**src/gep_pkg.sv**
```systemverilog
// Shared constants, types and helper functions of the glowing-eye pixel generator.
// No dependencies; the interfaces and the core module use it by scoped names.
package gep_pkg;

	localparam int FRAME_WIDTH  = 448;
	localparam int FRAME_HEIGHT = 368;

	localparam int NUM_EYES   = 2;
	localparam int NUM_LAYERS = 3;

	// Layer order is also paint order: the later layer wins.
	localparam int LAYER_OUTER = 0;
	localparam int LAYER_INNER = 1;
	localparam int LAYER_CORE  = 2;

	localparam int EYE_LEFT  = 0;
	localparam int EYE_RIGHT = 1;

	localparam logic [15:0] COLOR_OUTER = 16'h0130;
	localparam logic [15:0] COLOR_INNER = 16'h03BF;
	localparam logic [15:0] COLOR_CORE  = 16'h05FF;
	localparam logic [15:0] COLOR_BLACK = 16'h0000;

	localparam logic [3:0] GROW_OUTER = 4'd12;
	localparam logic [3:0] GROW_INNER = 4'd6;
	localparam logic [3:0] GROW_CORE  = 4'd0;

	localparam logic [5:0] BROW_ROWS    = 6'd35;
	localparam logic [7:0] BLINK_HEIGHT = 8'd8;

	typedef enum logic [2:0] {
		REG_LEFT_X        = 3'd0,
		REG_RIGHT_X       = 3'd1,
		REG_EYE_TOP       = 3'd2,
		REG_EYE_WIDTH     = 3'd3,
		REG_EYE_HEIGHT    = 3'd4,
		REG_CORNER_RADIUS = 3'd5,
		REG_BROW_TILT     = 3'd6,
		REG_BLINK_CLOSED  = 3'd7
	} cfg_reg_t;

	typedef logic [8:0]         coord_t;
	typedef logic [15:0]        color_t;
	// Signed working width for all geometry: 11 bits, covers -1024 .. 1023.
	typedef logic signed [10:0] geom_t;
	// Distance to the corner-circle center; at most r + 2*grow = 87 inside the box.
	typedef logic [6:0]         dist_t;
	typedef logic [13:0]        dsq_t;

	function automatic logic [3:0] layer_grow(input int layer);
		logic [3:0] g;
		case (layer)
			LAYER_OUTER: g = GROW_OUTER;
			LAYER_INNER: g = GROW_INNER;
			default:     g = GROW_CORE;
		endcase
		return g;
	endfunction

	function automatic color_t layer_color(input int layer);
		color_t c;
		case (layer)
			LAYER_OUTER: c = COLOR_OUTER;
			LAYER_INNER: c = COLOR_INNER;
			default:     c = COLOR_CORE;
		endcase
		return c;
	endfunction

endpackage

```
**src/gep_pixel_if.sv**
```systemverilog
// Request channel carrying one pixel coordinate with valid/ready handshake.
// Depends on gep_pkg for the coordinate type.
interface gep_pixel_if;
	logic          valid;
	logic          ready;
	gep_pkg::coord_t pixel_x;
	gep_pkg::coord_t pixel_y;

	modport source (output valid, output pixel_x, output pixel_y, input ready);
	modport sink   (input valid, input pixel_x, input pixel_y, output ready);
endinterface

```
**src/gep_color_if.sv**
```systemverilog
// Result channel carrying one RGB565 pixel color with valid/ready handshake.
// Depends on gep_pkg for the color type.
interface gep_color_if;
	logic          valid;
	logic          ready;
	gep_pkg::color_t pixel_color;

	modport source (output valid, output pixel_color, input ready);
	modport sink   (input valid, input pixel_color, output ready);
endinterface

```
**src/glowing_eye_pixel_generator_core.sv**
```systemverilog
// Glowing-eye pixel generator: for each pixel request returns the RGB565 color of two
// rounded-rectangle eyes with outer glow, inner glow and cyan core, plus an optional brow cut.
// Depends on gep_pkg, gep_pixel_if and gep_color_if.
//
// It takes one pixel request per clock unless the output stalls and returns colors in order.
// Stage one computes box tests, corner distances and the brow test for all six layers in
// parallel, stage two squares the distances, stage three compares against the squared
// radius and resolves paint order, and the fourth register holds the result for the sink.
// Each stage holds its item when the next one is full, so back-pressure stalls without
// loss and bubbles are squeezed out. Configuration registers are used live by the stages
// and must be written only while no request is in flight.
module glowing_eye_pixel_generator_core (
	input  logic                   clk,
	input  logic                   arst_n,
	input  logic                   cfg_we,
	input  logic [2:0]             cfg_idx,
	input  logic [8:0]             cfg_data,
	gep_pixel_if.sink              pixel_in,
	gep_color_if.source            color_out
);

	// Configuration registers.
	logic [8:0] left_x_q, right_x_q, eye_top_q;
	logic [7:0] eye_width_q, eye_height_q;
	logic [5:0] corner_radius_q, brow_tilt_q;
	logic       blink_closed_q;

	always_ff @(posedge clk or negedge arst_n) begin
		if (!arst_n) begin
			left_x_q        <= 9'd96;
			right_x_q       <= 9'd232;
			eye_top_q       <= 9'd99;
			eye_width_q     <= 8'd120;
			eye_height_q    <= 8'd168;
			corner_radius_q <= 6'd38;
			brow_tilt_q     <= 6'd0;
			blink_closed_q  <= 1'b0;
		end else if (cfg_we) begin
			unique case (gep_pkg::cfg_reg_t'(cfg_idx))
				gep_pkg::REG_LEFT_X:        left_x_q        <= cfg_data;
				gep_pkg::REG_RIGHT_X:       right_x_q       <= cfg_data;
				gep_pkg::REG_EYE_TOP:       eye_top_q       <= cfg_data;
				gep_pkg::REG_EYE_WIDTH:     eye_width_q     <= cfg_data[7:0];
				gep_pkg::REG_EYE_HEIGHT:    eye_height_q    <= cfg_data[7:0];
				gep_pkg::REG_CORNER_RADIUS: corner_radius_q <= cfg_data[5:0];
				gep_pkg::REG_BROW_TILT:     brow_tilt_q     <= cfg_data[5:0];
				gep_pkg::REG_BLINK_CLOSED:  blink_closed_q  <= cfg_data[0];
				default: ;
			endcase
		end
	end

	// Pipeline flow control: a stage loads when it is empty or its content moves on.
	logic valid_s1, valid_s2, valid_s3, valid_s4;
	logic load_s1, load_s2, load_s3, load_s4;

	assign load_s4 = !valid_s4 || color_out.ready;
	assign load_s3 = !valid_s3 || load_s4;
	assign load_s2 = !valid_s2 || load_s3;
	assign load_s1 = !valid_s1 || load_s2;

	assign pixel_in.ready  = load_s1;
	assign color_out.valid = valid_s4;

	always_ff @(posedge clk or negedge arst_n) begin
		if (!arst_n) begin
			valid_s1 <= 1'b0;
			valid_s2 <= 1'b0;
			valid_s3 <= 1'b0;
			valid_s4 <= 1'b0;
		end else begin
			if (load_s1) valid_s1 <= pixel_in.valid;
			if (load_s2) valid_s2 <= valid_s1;
			if (load_s3) valid_s3 <= valid_s2;
			if (load_s4) valid_s4 <= valid_s3;
		end
	end

	// Stage 1: input coordinates.
	gep_pkg::coord_t px_s1, py_s1;

	always_ff @(posedge clk) begin
		if (load_s1) begin
			px_s1 <= pixel_in.pixel_x;
			py_s1 <= pixel_in.pixel_y;
		end
	end

	// Stage 1 logic: box tests, corner distances and brow tests.
	logic          box_c   [gep_pkg::NUM_EYES][gep_pkg::NUM_LAYERS];
	gep_pkg::dist_t dx_c   [gep_pkg::NUM_EYES][gep_pkg::NUM_LAYERS];
	gep_pkg::dist_t dy_c   [gep_pkg::NUM_EYES][gep_pkg::NUM_LAYERS];
	logic          brow_c  [gep_pkg::NUM_EYES];
	logic          inframe_c;

	always_comb begin
		gep_pkg::geom_t px, py, ex, ey, ew, eh, g, rad, r, tilt;
		gep_pkg::geom_t ax, bx, ay, by, dxw, dyw, cx, cy, cxm, half_w;
		px     = gep_pkg::geom_t'({2'b00, px_s1});
		py     = gep_pkg::geom_t'({2'b00, py_s1});
		ey     = gep_pkg::geom_t'({2'b00, eye_top_q});
		ew     = gep_pkg::geom_t'({3'b000, eye_width_q});
		eh     = blink_closed_q ? gep_pkg::geom_t'({3'b000, gep_pkg::BLINK_HEIGHT})
		                        : gep_pkg::geom_t'({3'b000, eye_height_q});
		r      = gep_pkg::geom_t'({5'b00000, corner_radius_q});
		tilt   = gep_pkg::geom_t'({5'b00000, brow_tilt_q});
		half_w = gep_pkg::geom_t'({4'b0000, eye_width_q[7:1]});
		inframe_c = ({1'b0, px_s1} < 10'(gep_pkg::FRAME_WIDTH)) &&
		            ({1'b0, py_s1} < 10'(gep_pkg::FRAME_HEIGHT));
		for (int e = 0; e < gep_pkg::NUM_EYES; e++) begin
			ex = (e == gep_pkg::EYE_LEFT) ? gep_pkg::geom_t'({2'b00, left_x_q})
			                              : gep_pkg::geom_t'({2'b00, right_x_q});
			for (int l = 0; l < gep_pkg::NUM_LAYERS; l++) begin
				g   = gep_pkg::geom_t'({7'b0000000, gep_pkg::layer_grow(l)});
				rad = r + g;
				box_c[e][l] = (px >= ex - g) && (px < ex + ew + g) &&
				              (py >= ey - g) && (py < ey + eh + g);
				ax = ex + rad;
				bx = ex + ew - rad;
				ay = ey + rad;
				by = ey + eh - rad;
				if (px < ax)      dxw = ax - px;
				else if (px > bx) dxw = px - bx;
				else              dxw = '0;
				if (py < ay)      dyw = ay - py;
				else if (py > by) dyw = py - by;
				else              dyw = '0;
				// Inside the box both distances stay below 88, so seven bits suffice.
				dx_c[e][l] = dxw[6:0];
				dy_c[e][l] = dyw[6:0];
			end
			cx  = px - ex;
			cy  = py - ey;
			// The right eye's brow slants the other way.
			cxm = (e == gep_pkg::EYE_RIGHT) ? ew - 11'sd1 - cx : cx;
			brow_c[e] = (tilt != 11'sd0) && (cx >= 11'sd0) && (cx < ew) &&
			            (cy >= 11'sd0) &&
			            (cy < gep_pkg::geom_t'({5'b00000, gep_pkg::BROW_ROWS})) &&
			            (cxm > half_w - tilt + cy);
		end
	end

	// Stage 2: distances and hit flags.
	logic          box_s2  [gep_pkg::NUM_EYES][gep_pkg::NUM_LAYERS];
	gep_pkg::dist_t dx_s2  [gep_pkg::NUM_EYES][gep_pkg::NUM_LAYERS];
	gep_pkg::dist_t dy_s2  [gep_pkg::NUM_EYES][gep_pkg::NUM_LAYERS];
	logic          brow_s2 [gep_pkg::NUM_EYES];
	logic          inframe_s2;

	always_ff @(posedge clk) begin
		if (load_s2) begin
			box_s2     <= box_c;
			dx_s2      <= dx_c;
			dy_s2      <= dy_c;
			brow_s2    <= brow_c;
			inframe_s2 <= inframe_c;
		end
	end

	// Stage 3: squared corner distances.
	logic          box_s3  [gep_pkg::NUM_EYES][gep_pkg::NUM_LAYERS];
	gep_pkg::dsq_t dsq_s3  [gep_pkg::NUM_EYES][gep_pkg::NUM_LAYERS];
	logic          brow_s3 [gep_pkg::NUM_EYES];
	logic          inframe_s3;

	always_ff @(posedge clk) begin
		if (load_s3) begin
			for (int e = 0; e < gep_pkg::NUM_EYES; e++) begin
				for (int l = 0; l < gep_pkg::NUM_LAYERS; l++) begin
					dsq_s3[e][l] <= ({7'b0, dx_s2[e][l]} * {7'b0, dx_s2[e][l]}) +
					                ({7'b0, dy_s2[e][l]} * {7'b0, dy_s2[e][l]});
				end
			end
			box_s3     <= box_s2;
			brow_s3    <= brow_s2;
			inframe_s3 <= inframe_s2;
		end
	end

	// Stage 3 logic: radius compare and paint order.
	gep_pkg::color_t color_c;
	logic            any_box_c;

	always_comb begin
		logic [6:0]    rad;
		gep_pkg::dsq_t rad_sq;
		color_c   = gep_pkg::COLOR_BLACK;
		any_box_c = 1'b0;
		for (int e = 0; e < gep_pkg::NUM_EYES; e++) begin
			for (int l = 0; l < gep_pkg::NUM_LAYERS; l++) begin
				rad    = {1'b0, corner_radius_q} + {3'b000, gep_pkg::layer_grow(l)};
				rad_sq = {7'b0, rad} * {7'b0, rad};
				any_box_c = any_box_c | box_s3[e][l];
				if (box_s3[e][l] && (dsq_s3[e][l] <= rad_sq))
					color_c = gep_pkg::layer_color(l);
			end
			if (brow_s3[e])
				color_c = gep_pkg::COLOR_BLACK;
		end
		if (!inframe_s3)
			color_c = gep_pkg::COLOR_BLACK;
	end

	// Stage 4: output register.
	gep_pkg::color_t color_s4;

	always_ff @(posedge clk) begin
		if (load_s4)
			color_s4 <= color_c;
	end

	assign color_out.pixel_color = color_s4;

	// A pixel outside the frame always comes out black.
	assert property (@(posedge clk) disable iff (!arst_n)
		(valid_s3 && load_s4 && !inframe_s3) |=> (color_s4 == gep_pkg::COLOR_BLACK))
		else $error("out-of-frame pixel was painted");

	// A pixel outside every layer box of both eyes comes out black.
	assert property (@(posedge clk) disable iff (!arst_n)
		(valid_s3 && load_s4 && !any_box_c) |=> (color_s4 == gep_pkg::COLOR_BLACK))
		else $error("pixel outside all boxes was painted");

	// A stalled first stage keeps its request.
	assert property (@(posedge clk) disable iff (!arst_n)
		(valid_s1 && !load_s2) |=> (valid_s1 && $stable(px_s1) && $stable(py_s1)))
		else $error("stalled request lost in stage one");

	// A stalled third stage keeps its item and nothing overtakes it.
	assert property (@(posedge clk) disable iff (!arst_n)
		(valid_s3 && !load_s4) |=> (valid_s3 && valid_s4 && $stable(inframe_s3)))
		else $error("stalled item lost in stage three");

	// An item leaving stage three always lands in the output register.
	assert property (@(posedge clk) disable iff (!arst_n)
		(valid_s3 && load_s4) |=> valid_s4)
		else $error("item dropped between stage three and output");

endmodule
```
**src/flat_wrapper.sv**
```systemverilog
// flat-port wrapper written by rule: the top's interface ports become plain ports
module glowing_eye_pixel_generator_core_flat 
  (clk, arst_n, cfg_we, cfg_idx, cfg_data, pixel_in_valid, pixel_in_pixel_x, pixel_in_pixel_y, pixel_in_ready, color_out_valid, color_out_pixel_color, color_out_ready);
  gep_pixel_if pixel_in_i ();
  gep_color_if color_out_i ();
  input  logic clk;
  input  logic arst_n;
  input  logic cfg_we;
  input  logic [2:0] cfg_idx;
  input  logic [8:0] cfg_data;
  input wire logic [$bits(pixel_in_i.valid)-1:0] pixel_in_valid;
  input wire logic [$bits(pixel_in_i.pixel_x)-1:0] pixel_in_pixel_x;
  input wire logic [$bits(pixel_in_i.pixel_y)-1:0] pixel_in_pixel_y;
  output wire logic [$bits(pixel_in_i.ready)-1:0] pixel_in_ready;
  output wire logic [$bits(color_out_i.valid)-1:0] color_out_valid;
  output wire logic [$bits(color_out_i.pixel_color)-1:0] color_out_pixel_color;
  input wire logic [$bits(color_out_i.ready)-1:0] color_out_ready;
  assign pixel_in_i.valid = pixel_in_valid;
  assign pixel_in_i.pixel_x = pixel_in_pixel_x;
  assign pixel_in_i.pixel_y = pixel_in_pixel_y;
  assign pixel_in_ready = pixel_in_i.ready;
  assign color_out_valid = color_out_i.valid;
  assign color_out_pixel_color = color_out_i.pixel_color;
  assign color_out_i.ready = color_out_ready;
  glowing_eye_pixel_generator_core u_core (.clk(clk), .arst_n(arst_n), .cfg_we(cfg_we), .cfg_idx(cfg_idx), .cfg_data(cfg_data), .pixel_in(pixel_in_i), .color_out(color_out_i));
endmodule
```
**config.mk**
```make
export PLATFORM = sky130hd
export DESIGN_NAME = glowing_eye_pixel_generator_core_flat
export DESIGN_NICKNAME = d
export VERILOG_FILES = /design/src/gep_pkg.sv /design/src/gep_pixel_if.sv /design/src/gep_color_if.sv /design/src/glowing_eye_pixel_generator_core.sv /design/src/flat_wrapper.sv
export SDC_FILE = /design/constraint.sdc
export NUM_CORES = 2
export LEC_CHECK = 0
export BUFFER_PORTS_ARGS = -buffer_cell sky130_fd_sc_hd__buf_2
export CAP_MARGIN = 0
export CORE_MARGIN = 1
export CORE_UTILIZATION = 60
export DETAILED_ROUTE_END_ITERATION = 10
export PLACE_DENSITY = 0.76
export SLEW_MARGIN = 20
export SYNTH_ARGS = -nofsm -noshare
export SYNTH_HDL_FRONTEND = slang
export SYNTH_SLANG_ARGS = --single-unit
```
**constraint.sdc**
```tcl
create_clock -name clk -period 10.35 [get_ports clk]
set_input_delay 2.07 -clock clk [delete_from_list [all_inputs] [get_ports clk]]
set_output_delay 2.07 -clock clk [all_outputs]
set_load 0.01 [all_outputs]
```
### After elaboration in Yosys (flattened, before gate mapping)

Memory sizes are Yosys's and may differ from the RTL's.
Index checks and enable logic that the tools add are counted.

* memories: 1
* word-level logic and storage cells: 269
* RAM bits: 84
* register bits after elaboration: 175
* input bits: 35

* add/sub/neg operators: 68
* $lt $le $gt $ge: 52
* bitwise operators: 1
* reductions and logical operators: 56
* multiplexer cells: 28
* equal/unequal tests: 7
* $mul: 12

Memory list
* u_core.dsq_s3: depth 2, width 42, rd ports 2, clocked after Yosys merged registers in 0, write ports 2, RTL line glowing_eye_pixel_generator_core.sv:162 `gep_pkg::dsq_t dsq_s3 [gep_pkg::NUM_EYES][gep_pkg::NUM_LAYERS];`

Operators with widths (count)
* 7-bit by 7-bit multiplier with 14-bit output: 11
* 10-bit by 11-bit < comparator with 1-bit output: 13
* 7-bit two-way mux: 18
* 7-bit subtractor: 18
* 10-bit by 11-bit > comparator with 1-bit output: 9
* 14-bit adder: 6
* 14-bit <= comparator: 6
* 9-bit by 7-bit adder with 10-bit output: 6
* 10-bit greater-or-equal comparator: 6
* 11-bit two-way mux: 5
* 9-bit by 10-bit < comparator with 1-bit output: 5
* 10-bit by 7-bit subtractor with 11-bit output: 4
* 1-bit logical AND: 35
* 11-bit by 4-bit adder with 11-bit output, second input constant: 3
* 11-bit by 5-bit adder with 11-bit output, second input constant: 3
* 11-bit by 1-bit greater-or-equal comparator with 1-bit output, second input constant: 3
* 9-bit by 6-bit adder with 10-bit output: 3
* 9-bit by 3-bit subtractor with 10-bit output, second input constant: 3
* 9-bit by 4-bit subtractor with 10-bit output, second input constant: 3
* 9-bit by 9-bit subtractor with 10-bit output: 3
* 9-bit greater-or-equal comparator: 3
* 11-bit > comparator: 2
* 11-bit by 9-bit < comparator with 1-bit output: 2
* 10-bit by 6-bit subtractor with 11-bit output: 2
* other kinds (29): 52

### Depth between registers and ports, before layout

* word-level depth: 11
* depth in mapped cells: 32

### Worst setup path before layout

No wires, ideal clock.

* kind: register -> register
* from: register u_core.corner_radius_q[1]
* to: register u_core.color_s4[6] (netlist: u_core.color_out.pixel_color[6]) (data pin)
* period minus slack after synthesis: 8.368 ns
* library setup time: 0.258 ns
* cell stages (with the launch flop): 29
* arrival time: 8.110 ns
* buffers on the path: 1
* setup slack: 1.982 ns
* cells stage by stage: dfstp_2 buf_2 clkinv_1 ha_1 nor3_1 xnor2_1 nor2_1 inv_1 fa_1 fa_1 inv_1 fa_1 inv_1 fa_1 inv_1 ha_1 nand3_1 or3_1 a21oi_2 nor2_1 xor2_1 ha_1 and3_1 nand2_1 or4_1 or4b_2 nand4_1 or4_1 a21oi_1

* word-level cells in the longest chain between the ends: 10
* elaborated cells on any way between the ends: 21
* classes of those cells: 2 x add/sub; 3 x mul; 5 x order compare; 6 x mux; 5 x reduce/logical

Ends and longest elaborated chain
* from (decl): RTL line glowing_eye_pixel_generator_core.sv:25 `logic [5:0] corner_radius_q, brow_tilt_q;`
* from (signal assigned): RTL line glowing_eye_pixel_generator_core.sv:45 `gep_pkg::REG_CORNER_RADIUS: corner_radius_q <= cfg_data[5:0];`
* 6-bit by 3-bit adder with 7-bit output: RTL line glowing_eye_pixel_generator_core.sv:191 `rad = {1'b0, corner_radius_q} + {3'b000, gep_pkg::layer_grow(l)};`
* 7-bit by 7-bit multiplier with 14-bit output: RTL line glowing_eye_pixel_generator_core.sv:192 `rad_sq = {7'b0, rad} * {7'b0, rad};`
* 14-bit <= comparator: RTL line glowing_eye_pixel_generator_core.sv:194 `if (box_s3[e][l] && (dsq_s3[e][l] <= rad_sq))`
* 1-bit logical AND: RTL line glowing_eye_pixel_generator_core.sv:194
* 10-bit two-way mux: RTL line glowing_eye_pixel_generator_core.sv:194
* 11-bit two-way mux: RTL line glowing_eye_pixel_generator_core.sv:194
* 11-bit two-way mux: RTL line glowing_eye_pixel_generator_core.sv:197 `if (brow_s3[e])`
* 11-bit two-way mux (2 in a row): RTL line glowing_eye_pixel_generator_core.sv:194
* 11-bit two-way mux *: RTL line glowing_eye_pixel_generator_core.sv:194
* to (signal assigned): RTL line glowing_eye_pixel_generator_core.sv:209 `color_s4 <= color_c;`
* to (decl): RTL line glowing_eye_pixel_generator_core.sv:205 `gep_pkg::color_t color_s4;`

Every way passes the cells marked *; elsewhere a longest branch is shown, timed or not.
A chain may end at the register's enable or synchronous reset.

### Worst setup path after layout

* from: register u_core.corner_radius_q[2]
* to: register u_core.color_s4[6] (netlist: u_core.color_out.pixel_color[6]) (data pin)

Same word-level chain as after synthesis.

==> summary.txt <==
Yosys
  – Synth cell types: 97
  – Syn avg cell area: 8.98 sq um
  – Area contributors post-synth: ha_1, edfxtp_1, fa_1
  – Post-Synthesis Cells: 4955
  – Most numerous cell in the Yosys netlist: ha_1
  – Ys async rst share: 0.243
  – Area of the mapped netlist: ~45000 sq um
  – Leading area contributor after synthesis: ha_1
  – Synth Flop Type: edfxtp_1
  – Synth cell count leaders: ha_1, inv_1, xnor2_1, nor2_1, a21oi_1
  – Sequential fraction of the synthesis area: 0.160
  – Post-synth EDFFs: 187
  – Top cell type's share of synthesized area: 0.255
  – Total of warnings raised by yosys: 0
  – Synthesized flop and latch total: roughly 250

Clock network
  – Post-CTS Resized: 0
  – Post-cts hold buffer count: 0
  – CTS buffer count: 31
  – Clock Sinks: 247
  – Clock transition at path regs: 0.06 ns
  – Post-CTS Setup Inserts: 0
  – H-tree levels: 1
  – Root Driver: clkbuf_16
  – Clock buffer depth: 3
  – Clock Latency Late Sink: 0.61 ns
  – CTS tree: done

Cells and area
  – Filler cell count: between 6000 and 7000
  – FF/Latch Area: 7140 sq um
  – Multi-input gate area: 34500 sq um
  – Share of layout cells above drive strength 1: 0.0535
  – Final nets: 6238
  – Post-Layout Inst Area: about 47000 sq um
  – P&R area growth vs syn: 5.68%

Global routing
  – GRT Overall Usage: 0.331
  – Pin count of the biggest net entering global routing: around 90
  – First-pass GRT wire length: 193 mm
  – Vias in the first global route: 35012
  – Antenna violations before repair: 6
  – Global route total overflow: 0

Floorplanning
  – Die height: 274 um
  – I/O pin cnt: 53
  – Core area: around 73000 sq um
  – Initial Util: 0.608
  – Die Wd: 274 um
  – Die ar.: 75300 sq um
  – # rows: 99

Critical path
  – Crit Path Category: reg2reg
  – Slowest stage delay, CP: around 0.9 ns
  – CP dominant cell by count: inv_1
  – Worst setup EP type: flip-flop
  – WP data required: about 11 ns
  – CP Launch Type: flip-flop
  – Worst r2r path cells: 31
  – Critical path arrival: 9.30 ns
  – Largest fanout on the critical path: 20
  – Worst path slowest cell: dfstp_2

Detailed routing
  – Post-Route WL: between 100 and 150 mm
  – DR WL/cell: 20.6 um
  – Via count: 35635
  – Initial DRC Count: roughly 2300
  – Vias per Instance: roughly 5.9
  – DRT antenna net count: 0
  – DR DRC count: 4
  – 1st-pass router iterations: 9

Timing
  – Final count of hold timing violations: 0
  – FMAX: 0.113 GHz
  – RSZ-0062 raised after global routing: false
  – Period minus WS final: 8.86 ns
  – Final setup vio count: 0
  – Slew @ Worst Pin: approximately 1.2 ns
  – Rel. slew slack: 0.175
  – Fin. max-slew vios: 0
  – Period utilization: 0.856
  – Setup tns final: 0 ns
  – Clock Skew: about 0.026 ns

Placement
  – Half-perimeter wire length after placement: 101 mm
  – Port bufs: between 40 and 50
  – Placer congestion estimate: between 1 and 1.5
  – Area post-placement: 46000 sq um

Flow run
  – Max Cap Viol: 0

Min path
  – Min-delay worst type: reg2reg
  – Hold depth: 0

Outcome
  – Failing checks: DRC
  – Status: complete, but fails checks
==> worst paths after layout <==
check	startpoint	end	slack (ns)
worst max-delay path	u_core.corner_radius_q[2]$_DFFE_PN1P_	u_core.color_out.pixel_color[6]$_SDFFCE_PP0P_	1.49
worst min-delay path	u_core.box_s2[3]$_DFFE_PP_	u_core.box_s3[3]$_DFFE_PP_	0.42
worst max register to register	u_core.corner_radius_q[2]$_DFFE_PN1P_	u_core.color_out.pixel_color[6]$_SDFFCE_PP0P_	1.49
worst min register to register	u_core.box_s2[3]$_DFFE_PP_	u_core.box_s3[3]$_DFFE_PP_	0.42
max in group asynchronous	arst_n	u_core.valid_s1$_DFFE_PN0P_	8.16
min in group asynchronous	arst_n	u_core.brow_tilt_q[4]$_DFFE_PN0P_	1.66
==> metrics by stage <==
step	setup slack, ns	instances	hold WS (ns)	util
global placement	1.93	5953	0.401	0.629
global route	1.03	6009	0.426	0.642
CTS	1.67	6009	0.421	0.642
finish	1.49	6012	0.419	0.642
floorplan	1.98	4961	0.400	-
detailed placement	1.68	5953	0.406	0.629
==> critical path: cells and delay by family (launching register included) <==
family	cells	cell delay [ns]
flops	1	0.88
fa+ha+maj	6	2.47
compound gates	9	1.63
xor+xnor	3	0.88
simple gates	6	1.58
buf+inv	7	1.27
==> layer usage <==
layer  track usage  vias to the layer above  wire length (um)
met3        0.0325                      280              6830
met4         0.171                        2              7150
met5             0                        -                13
li1              -                    17182                 -
met1         0.429                    17072             53000
met2         0.548                     1099             56700
==> cell usage in the layout, fill, tap and decap left out, types with 113 or more instances in the layout <==
master,netlist,routed
nand2_1,270,269
a21o_1,148,148
xnor2_1,332,332
inv_1,701,701
a21oi_1,279,279
fa_1,269,269
xor2_1,113,113
nor2_1,313,313
and2_1,139,139
o21ai_0,239,239
ha_1,907,907
edfxtp_1,187,187
==> state kept, by name, indices dropped and copies added (netlist names), 2 cells and up <==
name,count
u_core.dy_s2,21
u_core.px_s1,9
u_core.brow_s3,2
u_core.eye_top_q,9
u_core.left_x_q,9
u_core.box_s2,6
u_core.right_x_q,9
u_core.dsq_s3,84
u_core.brow_tilt_q,6
u_core.corner_radius_q,6
u_core.box_s3,6
u_core.color_out.pixel_color,4
u_core.brow_s2,2
u_core.dx_s2,42
u_core.eye_width_q,8
u_core.eye_height_q,8
u_core.py_s1,9
==> cell families after synthesis <==
family | after synthesis | share of synthesized area
other | 1 | 0.0000843
multiplexers | 82 | 0.0195
AND/OR/NAND/NOR | 1153 | 0.128
flip-flops | 247 | 0.160
XOR/XNOR | 455 | 0.0922
AO/OA/AOI/OAI | 1074 | 0.157
buffers and inverters | 767 | 0.0660
adder cells (fa/ha/maj) | 1176 | 0.376
==> final cells by class <==
class | count | area share
diodes | 3 | 0.000160
clock buffers | 43 | 0.0179
clock inverters | 13 | 0.00263
inverters | 711 | 0.0567
multi-input cells | 3947 | 0.733
flip-flops and latches | 247 | 0.152
well taps | 959 | 0.0255
repair buffers | 89 | 0.0118
Power is not shown: default switching activity piles up to over one toggle a cycle in this logic, so the estimate is an artifact.
